File: config.mk
export PLATFORM = sky130hd
export DESIGN_NAME = obb_overlap_contact_tracker
export DESIGN_NICKNAME = d
export VERILOG_FILES = /design/src/design/obbct_pkg.sv /design/src/design/obbct_ram.sv /design/src/design/obb_overlap_contact_tracker.sv
export VERILOG_INCLUDE_DIRS = /design/src /design/src/design
export SDC_FILE = /design/constraint.sdc
export NUM_CORES = 2
export LEC_CHECK = 0
export ABC_AREA = 1
export BUFFER_PORTS_ARGS = -buffer_cell sky130_fd_sc_hd__buf_4
export CAP_MARGIN = 10
export CORE_ASPECT_RATIO = 0.75
export CORE_MARGIN = 5
export CORE_UTILIZATION = 27
export DETAILED_ROUTE_END_ITERATION = 12
export PLACE_DENSITY = 0.51
export SLEW_MARGIN = 20
export SYNTH_ARGS = -nofsm -noshare
export SYNTH_HDL_FRONTEND = slang
export SYNTH_SLANG_ARGS = --single-unit
File: constraint.sdc
create_clock -name i_clk -period 41.3 [get_ports i_clk]
set_input_delay 2.065 -clock i_clk [delete_from_list [all_inputs] [get_ports i_clk]]
set_output_delay 2.065 -clock i_clk [all_outputs]
set_load 0.03 [all_outputs]
File: src/design/obb_overlap_contact_tracker_defines.svh
// assertion macros for the oriented rectangle overlap contact tracker
`ifndef OBB_OVERLAP_CONTACT_TRACKER_DEFINES_SVH
`define OBB_OVERLAP_CONTACT_TRACKER_DEFINES_SVH

// same-cycle implication, checked out of reset
`define OBBCT_ASSERT_NOW(label, clk, rst_n, ante, cons, msg) \
    label: assert property (@(posedge clk) disable iff (!(rst_n)) (ante) |-> (cons)) \
        else $error(msg);

// next-cycle implication, checked out of reset
`define OBBCT_ASSERT_NEXT(label, clk, rst_n, ante, cons, msg) \
    label: assert property (@(posedge clk) disable iff (!(rst_n)) (ante) |=> (cons)) \
        else $error(msg);

`endif

File: src/design/obbct_pkg.sv
// shared types and constants for the oriented rectangle overlap contact tracker
package obbct_pkg;

    localparam int SLOT_W   = 10;
    localparam int FLAG_W   = 2;
    localparam int EVENT_W  = 2;
    localparam int EDGES    = 4;
    localparam int DOTS     = EDGES + 1;

    typedef enum logic [EVENT_W-1:0] {
        EV_NONE  = 2'd0,
        EV_ENTER = 2'd1,
        EV_STAY  = 2'd2,
        EV_EXIT  = 2'd3
    } t_event;

    typedef enum logic [2:0] {
        ST_CLEAR,
        ST_IDLE,
        ST_ISSUE,
        ST_DRAIN,
        ST_RESULT
    } t_state;

    typedef struct packed {
        logic valid;
        logic half;
        logic center;
        logic first;
    } t_tag;

endpackage

File: src/design/obbct_ram.sv
// generic single write port ram with registered read
module obbct_ram #(
    parameter int WIDTH = 1,
    parameter int DEPTH = 1024
) (
    input  logic                     i_clk,
    input  logic                     i_we,
    input  logic [$clog2(DEPTH)-1:0] i_waddr,
    input  logic [WIDTH-1:0]         i_wdata,
    input  logic [$clog2(DEPTH)-1:0] i_raddr,
    output logic [WIDTH-1:0]         o_rdata
);

    logic [WIDTH-1:0] r_mem [DEPTH];
    logic [WIDTH-1:0] r_rdata;

    always_ff @(posedge i_clk) begin
        if (i_we) begin
            r_mem[i_waddr] <= i_wdata;
        end
        r_rdata <= r_mem[i_raddr];
    end

    assign o_rdata = r_rdata;

endmodule

File: src/design/obb_overlap_contact_tracker.sv
// separating axis overlap test of two oriented rectangles with per-pair contact tracking
// the forty products go one per cycle through the single shared multiplier
// one item at a time: the next item is taken only after the result register is loaded
// reset: synchronous, then a clearing pass over the touching table with input stall held high
module obb_overlap_contact_tracker #(
    parameter int PAIR_SLOTS  = 1024,
    parameter int COORD_WIDTH = 24
) (
    input  logic                              i_clk,
    input  logic                              i_rst_n,
    input  logic                              i_valid,
    output logic                              o_stall,
    input  logic [obbct_pkg::SLOT_W-1:0]      i_pair_slot,
    input  logic signed [COORD_WIDTH-1:0]     i_left_edge_a_x,
    input  logic signed [COORD_WIDTH-1:0]     i_left_edge_a_y,
    input  logic signed [COORD_WIDTH-1:0]     i_left_edge_b_x,
    input  logic signed [COORD_WIDTH-1:0]     i_left_edge_b_y,
    input  logic signed [COORD_WIDTH-1:0]     i_right_edge_a_x,
    input  logic signed [COORD_WIDTH-1:0]     i_right_edge_a_y,
    input  logic signed [COORD_WIDTH-1:0]     i_right_edge_b_x,
    input  logic signed [COORD_WIDTH-1:0]     i_right_edge_b_y,
    input  logic signed [COORD_WIDTH-1:0]     i_center_dx,
    input  logic signed [COORD_WIDTH-1:0]     i_center_dy,
    input  logic [obbct_pkg::FLAG_W-1:0]      i_trigger_flags,
    output logic                              o_valid,
    input  logic                              i_stall,
    output logic [obbct_pkg::SLOT_W-1:0]      o_out_slot,
    output logic                              o_overlapping,
    output logic [obbct_pkg::EVENT_W-1:0]     o_contact_event,
    output logic                              o_left_trigger_kind,
    output logic                              o_right_trigger_kind
);

    import obbct_pkg::*;
    `include "obb_overlap_contact_tracker_defines.svh"

    localparam int AW   = $clog2(PAIR_SLOTS);
    localparam int W    = COORD_WIDTH;
    localparam int PW   = 2 * W;
    localparam int DW   = 2 * W + 1;
    localparam int MW   = 2 * W;
    localparam int SW   = 2 * W + 2;
    localparam int EW   = $clog2(DOTS);
    localparam int KW   = $clog2(EDGES);
    localparam int RS   = SLOT_W + 17;
    localparam int QW   = SLOT_W + RS;
    localparam int RMW  = SLOT_W + 17;
    localparam logic [RS-1:0] RECIP =
        RS'(((64'd1 << RS) + 64'(PAIR_SLOTS) - 64'd1) / 64'(PAIR_SLOTS));

    t_state r_state;
    t_state n_state;

    // operand rings
    logic signed [W-1:0] r_rx [DOTS];
    logic signed [W-1:0] r_ry [DOTS];
    logic signed [W-1:0] r_ax [EDGES];
    logic signed [W-1:0] r_ay [EDGES];

    logic          r_h;
    logic [EW-1:0] r_e;
    logic [KW-1:0] r_k;

    t_tag r_t1, r_t2, r_t3, r_t4;
    t_tag issue_tag;

    logic signed [PW-1:0] mul_a_ext;
    logic signed [W-1:0]  mul_a, mul_b;
    logic signed [PW-1:0] r_prod;
    logic signed [PW-1:0] r_part;
    logic signed [DW-1:0] r_dot;
    logic [MW-1:0]        r_mag;
    logic [MW-1:0]        r_cmag;
    logic [SW-1:0]        r_sum;
    logic                 r_sep;
    logic signed [DW-1:0] dot_neg;

    logic [SLOT_W-1:0]     r_slot;
    logic [FLAG_W-1:0]     r_flags;
    logic [QW-1:0]         quot_prod;
    logic [SLOT_W-1:0]     r_quot;
    logic [RMW-1:0]        rem_full;
    logic [AW-1:0]         r_idx;

    logic [AW-1:0] r_clr;
    logic          ram_we;
    logic [AW-1:0] ram_waddr;
    logic          ram_wdata;
    logic          ram_rdata;

    logic   in_accept;
    logic   issue_last;
    logic   pipe_busy;
    logic   out_load;
    logic   overlap;
    t_event event_code;

    logic                r_o_valid;
    logic [SLOT_W-1:0]   r_o_slot;
    logic                r_o_overlap;
    t_event              r_o_event;
    logic                r_o_left;
    logic                r_o_right;

    assign in_accept  = i_valid && !o_stall;
    assign issue_last = (r_k == KW'(EDGES - 1)) && (r_e == EW'(DOTS - 1)) && r_h;
    assign pipe_busy  = r_t1.valid || r_t2.valid || r_t3.valid || r_t4.valid;

    assign issue_tag.valid  = (r_state == ST_ISSUE);
    assign issue_tag.half   = r_h;
    assign issue_tag.center = (r_e == EW'(DOTS - 1));
    assign issue_tag.first  = (r_e == '0);

    assign mul_a     = r_h ? r_ry[0] : r_rx[0];
    assign mul_b     = r_h ? r_ay[0] : r_ax[0];
    assign mul_a_ext = PW'(mul_a);
    assign dot_neg   = -r_dot;

    // slot reduction by reciprocal multiply
    assign quot_prod = QW'(r_slot) * QW'(RECIP);
    assign rem_full  = RMW'(r_slot) - RMW'(r_quot) * RMW'(PAIR_SLOTS);

    assign overlap = !r_sep;

    obbct_ram #(
        .WIDTH (1),
        .DEPTH (PAIR_SLOTS)
    ) u_touch_ram (
        .i_clk   (i_clk),
        .i_we    (ram_we),
        .i_waddr (ram_waddr),
        .i_wdata (ram_wdata),
        .i_raddr (r_idx),
        .o_rdata (ram_rdata)
    );

    always_comb begin
        n_state    = r_state;
        ram_we     = 1'b0;
        ram_waddr  = r_idx;
        ram_wdata  = overlap;
        out_load   = 1'b0;
        o_stall    = 1'b1;
        event_code = EV_NONE;
        if (overlap) begin
            event_code = ram_rdata ? EV_STAY : EV_ENTER;
        end else if (ram_rdata) begin
            event_code = EV_EXIT;
        end
        case (r_state)
            ST_CLEAR: begin
                ram_we    = 1'b1;
                ram_waddr = r_clr;
                ram_wdata = 1'b0;
                if (r_clr == AW'(PAIR_SLOTS - 1)) begin
                    n_state = ST_IDLE;
                end
            end
            ST_IDLE: begin
                o_stall = 1'b0;
                if (i_valid) begin
                    n_state = ST_ISSUE;
                end
            end
            ST_ISSUE: begin
                if (issue_last) begin
                    n_state = ST_DRAIN;
                end
            end
            ST_DRAIN: begin
                if (!pipe_busy) begin
                    n_state = ST_RESULT;
                end
            end
            ST_RESULT: begin
                if (!r_o_valid || !i_stall) begin
                    out_load = 1'b1;
                    ram_we   = 1'b1;
                    n_state  = ST_IDLE;
                end
            end
            default: begin
                n_state = ST_IDLE;
            end
        endcase
    end

    // control state
    always_ff @(posedge i_clk) begin
        if (!i_rst_n) begin
            r_state   <= ST_CLEAR;
            r_clr     <= '0;
            r_t1      <= '0;
            r_t2      <= '0;
            r_t3      <= '0;
            r_t4      <= '0;
            r_o_valid <= 1'b0;
            r_h       <= 1'b0;
            r_e       <= '0;
            r_k       <= '0;
        end else begin
            r_state <= n_state;
            if (r_state == ST_CLEAR) begin
                r_clr <= r_clr + 1'b1;
            end
            r_t1 <= issue_tag;
            r_t2 <= '{valid: r_t1.valid && r_t1.half, half: r_t1.half,
                      center: r_t1.center, first: r_t1.first};
            r_t3 <= r_t2;
            r_t4 <= '{valid: r_t3.valid && r_t3.center, half: r_t3.half,
                      center: r_t3.center, first: r_t3.first};
            if (out_load) begin
                r_o_valid <= 1'b1;
            end else if (!i_stall) begin
                r_o_valid <= 1'b0;
            end
            if (in_accept) begin
                r_h   <= 1'b0;
                r_e   <= '0;
                r_k   <= '0;
            end else if (r_state == ST_ISSUE) begin
                r_h <= !r_h;
                if (r_h) begin
                    if (r_e == EW'(DOTS - 1)) begin
                        r_e <= '0;
                        r_k <= r_k + 1'b1;
                    end else begin
                        r_e <= r_e + 1'b1;
                    end
                end
            end
        end
    end

    // datapath
    always_ff @(posedge i_clk) begin
        if (in_accept) begin
            r_rx[0] <= i_left_edge_a_x;
            r_ry[0] <= i_left_edge_a_y;
            r_rx[1] <= i_left_edge_b_x;
            r_ry[1] <= i_left_edge_b_y;
            r_rx[2] <= i_right_edge_a_x;
            r_ry[2] <= i_right_edge_a_y;
            r_rx[3] <= i_right_edge_b_x;
            r_ry[3] <= i_right_edge_b_y;
            r_rx[4] <= i_center_dx;
            r_ry[4] <= i_center_dy;
            r_ax[0] <= i_left_edge_a_x;
            r_ay[0] <= i_left_edge_a_y;
            r_ax[1] <= i_left_edge_b_x;
            r_ay[1] <= i_left_edge_b_y;
            r_ax[2] <= i_right_edge_a_x;
            r_ay[2] <= i_right_edge_a_y;
            r_ax[3] <= i_right_edge_b_x;
            r_ay[3] <= i_right_edge_b_y;
            r_slot  <= i_pair_slot;
            r_flags <= i_trigger_flags;
            r_sep   <= 1'b0;
        end else if (r_state == ST_ISSUE) begin
            if (r_h) begin
                for (int i = 0; i < DOTS - 1; i++) begin
                    r_rx[i] <= r_rx[i+1];
                    r_ry[i] <= r_ry[i+1];
                end
                r_rx[DOTS-1] <= r_rx[0];
                r_ry[DOTS-1] <= r_ry[0];
                if (r_e == EW'(DOTS - 1)) begin
                    for (int i = 0; i < EDGES - 1; i++) begin
                        r_ax[i] <= r_ax[i+1];
                        r_ay[i] <= r_ay[i+1];
                    end
                    r_ax[EDGES-1] <= r_ax[0];
                    r_ay[EDGES-1] <= r_ay[0];
                end
            end
        end

        r_quot <= quot_prod[QW-1:RS];
        r_idx  <= rem_full[AW-1:0];

        r_prod <= mul_a_ext * PW'(mul_b);

        if (r_t1.valid) begin
            if (!r_t1.half) begin
                r_part <= r_prod;
            end else begin
                r_dot <= {r_part[PW-1], r_part} + {r_prod[PW-1], r_prod};
            end
        end

        r_mag <= r_dot[DW-1] ? dot_neg[MW-1:0] : r_dot[MW-1:0];

        if (r_t3.valid) begin
            if (r_t3.center) begin
                r_cmag <= r_mag;
            end else if (r_t3.first) begin
                r_sum <= SW'(r_mag);
            end else begin
                r_sum <= r_sum + SW'(r_mag);
            end
        end

        // axis separates when the edge spread falls short of twice the center projection
        if (r_t4.valid && (r_sum < {1'b0, r_cmag, 1'b0})) begin
            r_sep <= 1'b1;
        end

        if (out_load) begin
            r_o_slot    <= r_slot;
            r_o_overlap <= overlap;
            r_o_event   <= event_code;
            r_o_left    <= (event_code != EV_NONE) && r_flags[0];
            r_o_right   <= (event_code != EV_NONE) && r_flags[1];
        end
    end

    assign o_valid              = r_o_valid;
    assign o_out_slot           = r_o_slot;
    assign o_overlapping        = r_o_overlap;
    assign o_contact_event      = r_o_event;
    assign o_left_trigger_kind  = r_o_left;
    assign o_right_trigger_kind = r_o_right;

    `OBBCT_ASSERT_NOW(a_event_matches_overlap, i_clk, i_rst_n, r_o_valid, ((r_o_event == EV_ENTER) || (r_o_event == EV_STAY)) == r_o_overlap, "contact event disagrees with overlap")
    `OBBCT_ASSERT_NOW(a_no_event_no_trigger, i_clk, i_rst_n, r_o_valid && (r_o_event == EV_NONE), !r_o_left && !r_o_right, "trigger kind set without an event")
    `OBBCT_ASSERT_NOW(a_table_write_window, i_clk, i_rst_n, ram_we, (r_state == ST_CLEAR) || (r_state == ST_RESULT), "touching table written outside clear or result")
    `OBBCT_ASSERT_NEXT(a_accept_starts_issue, i_clk, i_rst_n, in_accept, (r_state == ST_ISSUE) && !r_t1.valid, "accepted request did not start the multiply sequence")
    `OBBCT_ASSERT_NOW(a_stall_outside_idle, i_clk, i_rst_n, r_state != ST_IDLE, o_stall, "request taken outside idle")

endmodule
**Word-level counts from Yosys, hierarchy flattened**

Memories as Yosys holds them, arrays and structs flattened. A register that Yosys moved wholly into a read port is not among the register bits.
Cells that the tools add are included.

- Input port bits: 256
- Register bits after elaboration: 360
- Output and inout port bits: 17
- Memories kept: 5
- Memory bits (writable): 1456

Memory list:

| memory | words | width | rd ports | clocked after Yosys merged registers in | wr ports | line | text |
|---|---|---|---|---|---|---|---|
| u_touch_ram.r_mem | 1024 | 1 | 1 | 1 | 1 | obbct_ram.sv:14 | `logic [WIDTH-1:0] r_mem [DEPTH];` |
| r_rx | 5 | 24 | 5 | 0 | 5 | obb_overlap_contact_tracker.sv:55 | `logic signed [W-1:0] r_rx [DOTS];` |
| r_ry | 5 | 24 | 5 | 0 | 5 | obb_overlap_contact_tracker.sv:56 | `logic signed [W-1:0] r_ry [DOTS];` |
| r_ax | 4 | 24 | 4 | 0 | 4 | obb_overlap_contact_tracker.sv:57 | `logic signed [W-1:0] r_ax [EDGES];` |
| r_ay | 4 | 24 | 4 | 0 | 4 | obb_overlap_contact_tracker.sv:58 | `logic signed [W-1:0] r_ay [EDGES];` |

- Mux-type cells: 53
- Bitwise logic cells: 21
- Magnitude comparators: 1
- Multipliers: 1
- $add $sub $neg: 6
- Reductions and logical operators: 27
- Eq/ne operators: 13

Operator list:

| kind | number |
|---|---|
| 24-bit 2-to-1 mux | 20 |
| 48-bit 2-to-1 mux | 2 |
| 50-bit by 48-bit adder with 50-bit output | 1 |
| 50-bit by 49-bit less-than comparator with 1-bit output | 1 |
| 48-bit by 48-bit adder with 49-bit output | 1 |
| 24-bit by 24-bit multiplier with 48-bit output | 1 |
| 48-bit negation | 1 |
| 1-bit 2-to-1 mux | 19 |
| 3-bit 2-to-1 mux | 6 |
| 1-bit OR | 18 |
| 3-bit case mux with 5 select lines | 1 |
| 10-bit by 1-bit adder with 10-bit output, second input constant | 1 |
| 10-bit equality test, second input constant | 1 |
| 10-bit 2-to-1 mux | 1 |
| 2-bit AND reduction | 5 |
| 1-bit logical AND | 8 |
| 2-bit inequality test, second input constant | 4 |
| 3-bit by 2-bit equality test with 1-bit output, second input constant | 2 |
| 3-bit equality test, second input constant | 2 |
| 3-bit logical NOT | 2 |
| 2-bit 2-to-1 mux | 3 |
| 5-bit AND reduction | 1 |
| 1-bit logical NOT | 4 |
| 1-bit logical OR | 4 |
| 10 further kinds | 13 |

**Logic depth before layout (Yosys ltp)**

- Depth in word-level cells: 7
- Mapped depth: 37
- Depth with buffers taken out: 33

**Modules after synthesis**

A second synthesis with hierarchy kept.

- Cell total of the unflattened synthesis: 12012
- Area, all modules: 108611.7 um^2

Modules (own cells, without submodules):

| module | area an instance (um^2) | seq. area each (um^2) | instances | cells an instance |
|---|---|---|---|---|
| obb_overlap_contact_tracker | 62219.7 | 22401.5 | 1 | 7333 |
| obbct_ram | 46392.0 | 30769.5 | 1 | 4679 |

**Worst setup path before layout**

No wires, ideal clock.

- Kind: flip-flop to flip-flop
- Start: reg r_state[2]
- End: mem u_touch_ram.r_mem[0], data pin
- Cell stages (with the launch flop): 6
- Data required time: 36304 ps
- Clock period less this slack: 29404 ps
- Setup slack: 11896 ps
- Library setup time: 4996 ps
- Arrival time: 24408 ps
- Buffers on the path: 1
- Cells stage by stage: dfxtp_1 inv_1 nand2_2 buf_6 inv_2 nor2_1

- Word-level cells in the longest chain between the ends: 2

RTL lines:

| item | line | text |
|---|---|---|
| from (decl) | obb_overlap_contact_tracker.sv:51 | `t_state r_state;` |
| from (signal assigned) | obb_overlap_contact_tracker.sv:202 | `r_state <= n_state;` |
| 3-bit logical NOT | obb_overlap_contact_tracker.sv:150 | `case (r_state)` |
| 1-bit 2-to-1 mux | obb_overlap_contact_tracker.sv:150 |  |
| net ram_wdata | obb_overlap_contact_tracker.sv:88 | `logic ram_wdata;` |
| to (decl) | obbct_ram.sv:14 |  |

The timed path passes the listed nets, and every way through them passes these cells.

**Final worst setup path**

- Start: reg r_h
- End: reg r_prod[41]

- Word-level cells in the longest chain between the ends: 2
- Elaborated cells on any way between the ends: 3

RTL lines:

| item | line | text |
|---|---|---|
| from (decl) | obb_overlap_contact_tracker.sv:60 | `logic r_h;` |
| from (signal assigned) | obb_overlap_contact_tracker.sv:222 | `r_h <= !r_h;` |
| 24-bit 2-to-1 mux, on equally long branches | obb_overlap_contact_tracker.sv:114, obb_overlap_contact_tracker.sv:115 |  |
| 24-bit by 24-bit multiplier with 48-bit output (*) | obb_overlap_contact_tracker.sv:281 | `r_prod <= mul_a_ext * PW'(mul_b);` |
| to (signal assigned) | obb_overlap_contact_tracker.sv:281 |  |
| to (decl) | obb_overlap_contact_tracker.sv:69 | `logic signed [PW-1:0] r_prod;` |

Mark *: on every way between the ends. The rest lies on a longest branch, timed or not.
A chain may end at the register's enable or synchronous reset.

==> flow_summary_export.csv <==
group,metric,value,unit
setup_path,r2r-start,"r_h",
grt,antenna_found_initial,12,
die,dieArea,401000,um^2
sta,finalCritPeriodShare,0.209,
synthesis,yosysTopAreaCell,"edfxtp_1",
hold_path,min_path_type,"flop to flop",
synthesis,syn_area,105000,um^2
sta,skew,102,ps
die,die_x,730,um
die,coreArea,388000,um^2
detailed_routing,routed_via_density,4.76,
synthesis,syn_area_per_cell,9.46,um^2
grt,grt_max_degree,224,
synthesis,ys_top_cells_by_count,"nand2_1, edfxtp_1, nor2_1",
sta,finalHoldViolCount,0,
placement,numPortBuffers,272,
sta,worst_slew_pin_slew,1170,ps
setup_path,path_max_fanout,48,
synthesis,synth_top_cells_by_area,"edfxtp_1, fa_1, nand2_1, nor2_1, nand3_1",
setup_path,r2r_cells,25,
clock_tree,cts_tree,"done",
clock_tree,cts_hold_buf,0,
grt,grt_overflow,0,
clock_tree,clock_latency,930,ps
clock_tree,cts_resized,0,
setup_path,crit_path_start_kind,"flop",
detailed_routing,wirelength,351000,um
setup_path,worstSetupPathType,"flop to flop",
synthesis,yosysTopAreaCellShare,0.480,
detailed_routing,vias,78400,
die,ioPinCount,273,
finish,nNetsFinal,12200,
sta,period_minus_slack,8620,ps
detailed_routing,drt_iter0_drc,8957,
detailed_routing,ant_nets,0,
setup_path,critPathLaunch,"r_h",
finish,syn_to_final_growth,13.2,%
sta,max_slew_margin,0.212,
synthesis,yosysMostFrequentCell,"nand2_1",
placement,dpl_cell_area,112000,um^2
finish,final_area,119000,um^2
clock_tree,cts_made_buffers,201,
die,die_h,550,um
setup_path,setup.worst_path.end_class,"flop",
grt,grt_pass1_vias,74700,
synthesis,ys_ff_latch,1817,
clock_tree,cts_setup_buffers,0,
synthesis,synthCells,11100,
finish,drive_gt1_frac,0.0806,
setup_path,cp.arrival,9450,ps
synthesis,synth_flop_cell,"edfxtp_1",
detailed_routing,wl_per_cell,21.3,um
job,drv_cap,0,
setup_path,r2r_slack,32680,ps
clock_tree,cts_max_path_buffers,4,
synthesis,yosysUniqueCellTypes,55,
detailed_routing,drc_errors,0,
sta,fin_ws,32680,ps
synthesis,synth_edf_count,1678,
sta,setup_violations,0,
outcome,status,"finished clean",
detailed_routing,drtPass1Iterations,6,
synthesis,synth.net_count,12200,
synthesis,seq_area_frac_synth,0.507,
setup_path,crit_path_end,"r_prod[41]",
sta,setup-tns-final,0,ps
clock_tree,path_clk_slew,60,ps
placement,dp_hpwl,230000,um
sta,fmax,116,MHz
setup_path,crit_required,42130,ps
setup_path,timing.rr.end,"r_prod[41]",
synthesis,ys_async_sr_fraction,0,
grt,grt_first_pass_wirelength,514000,um
placement,gp_congestion,0.922,
sta,drv_slew,0,
die,initial_utilization,0.271,
sta,rsz0062_at_grt,"no",
clock_tree,clockRootBuffer,"clkbuf_16",
synthesis,yosys_warnings,0,
clock_tree,htree_levels,4,
die,core.rowCount,198,
placement,place_ws,32740,ps
grt,track_usage,0.170,
clock_tree,clock-sinks,1817,
## per-layer routing
layer | wire length, um | vias up | share of wire | track usage
met4 | 8100 | 10 | 0.023 | 0.0380
li1 | - | 36100 | - | -
met2 | 139000 | 3150 | 0.40 | 0.233
met5 | 63 | - | 0.00018 | 0
met1 | 171000 | 38700 | 0.49 | 0.269
met3 | 32500 | 388 | 0.093 | 0.0348
## how the worst min path moves through the flow
stage	end	startpoint	slack [ps]	depth (start not counted)
final	r_idx[9]	r_slot[9]	370	0
after global routing	r_idx[3]	r_slot[3]	380	0
after CTS	r_idx[9]	r_slot[9]	370	0
after detailed placement	r_idx[9]	r_slot[9]	360	0
after global placement	r_idx[1]	r_slot[1]	350	0
after floorplan	r_idx[0]	r_slot[0]	340	0
## cell type report
class | count | area (um^2)
Clock buffer | 265 | 5550
Timing Repair Buffer | 415 | 3190
Fill cell | 40600 | 269000
Multi-Input combinational cell | 7441 | 44900
Clock inverter | 107 | 967
Antenna cell | 6 | 15.0
Tap cell | 5200 | 6510
Sequential cell | 1817 | 53200
Inverter | 1217 | 4590
## kinds of logic after synthesis
kind of cell               share of synthesized area
and+or+nand+nor                                0.212
buffers and inverters                         0.0688
DFF                                            0.507
AOI/OAI and AO/OA                             0.0484
adders and majority gates                      0.150
xor gates and xnor gates                      0.0140
muxes                                      0.0000954
## state kept, by name, indices dropped and copies added, names as in the netlist, 10 cells and up
register           flops
r_part                48
r_ay                  96
r_idx                 10
r_slot                10
r_sum                 50
r_rx                 120
o_out_slot            10
r_prod                48
r_mag                 48
r_clr                 10
r_cmag                48
r_ry                 120
r_ax                  96
u_touch_ram.r_mem   1024
r_dot                 49
## through the flow
stage | instances | hold WS, ps | utilization
final | 16500 | 367 | 0.307
after global routing | 16500 | 380 | 0.307
after CTS | 16500 | 369 | 0.306
after detailed placement | 16100 | 355 | 0.290
after global placement | 16100 | 352 | 0.290
after floorplan | 11100 | 343 | -
## cells in the final DEF, fill, tap and decap left out, drive strengths merged, types with 3 or more instances in the layout
cell type,n
o21bai,13
a21o,22
dfxtp,139
inv,1214
o2111ai,3
nor4,19
and3,9
a21boi,7
o31ai,5
clkbuf,265
ha,283
xor2,97
edfxtp,1678
o21a,15
nand3b,10
a211oi,7
nand3,1135
clkinvlp,5
o211ai,10
a21oi,223
diode,6
or2,63
nand2,2450
clkinv,94
o21ai,589
a31oi,38
fa,609
nor2,1677
xnor2,71
bufinv,11
buf,415
o221ai,4
nand4,27
nor3,43
## worst max-delay path: stages, from the launching register on
cell     delay (ps)
dfxtp_2         390
inv_2           320
or2_2           400
o21ai_1         600
inv_1           710
nand2_1         250
fa_1            460
fa_1            560
inv_1            80
fa_1            490
fa_1            650
fa_1            460
fa_1            490
inv_1            50
fa_1            470
inv_1            40
ha_1            490
nand2_1         150
nor2_1          170
nand2_1          80
nor3_1          360
a21oi_1         210
o21ai_0         320
nand2_1          90
nand2_1          90
xor2_1          140
Power is not shown: default switching activity piles up to over one toggle a cycle in this logic, so the estimate is an artifact.
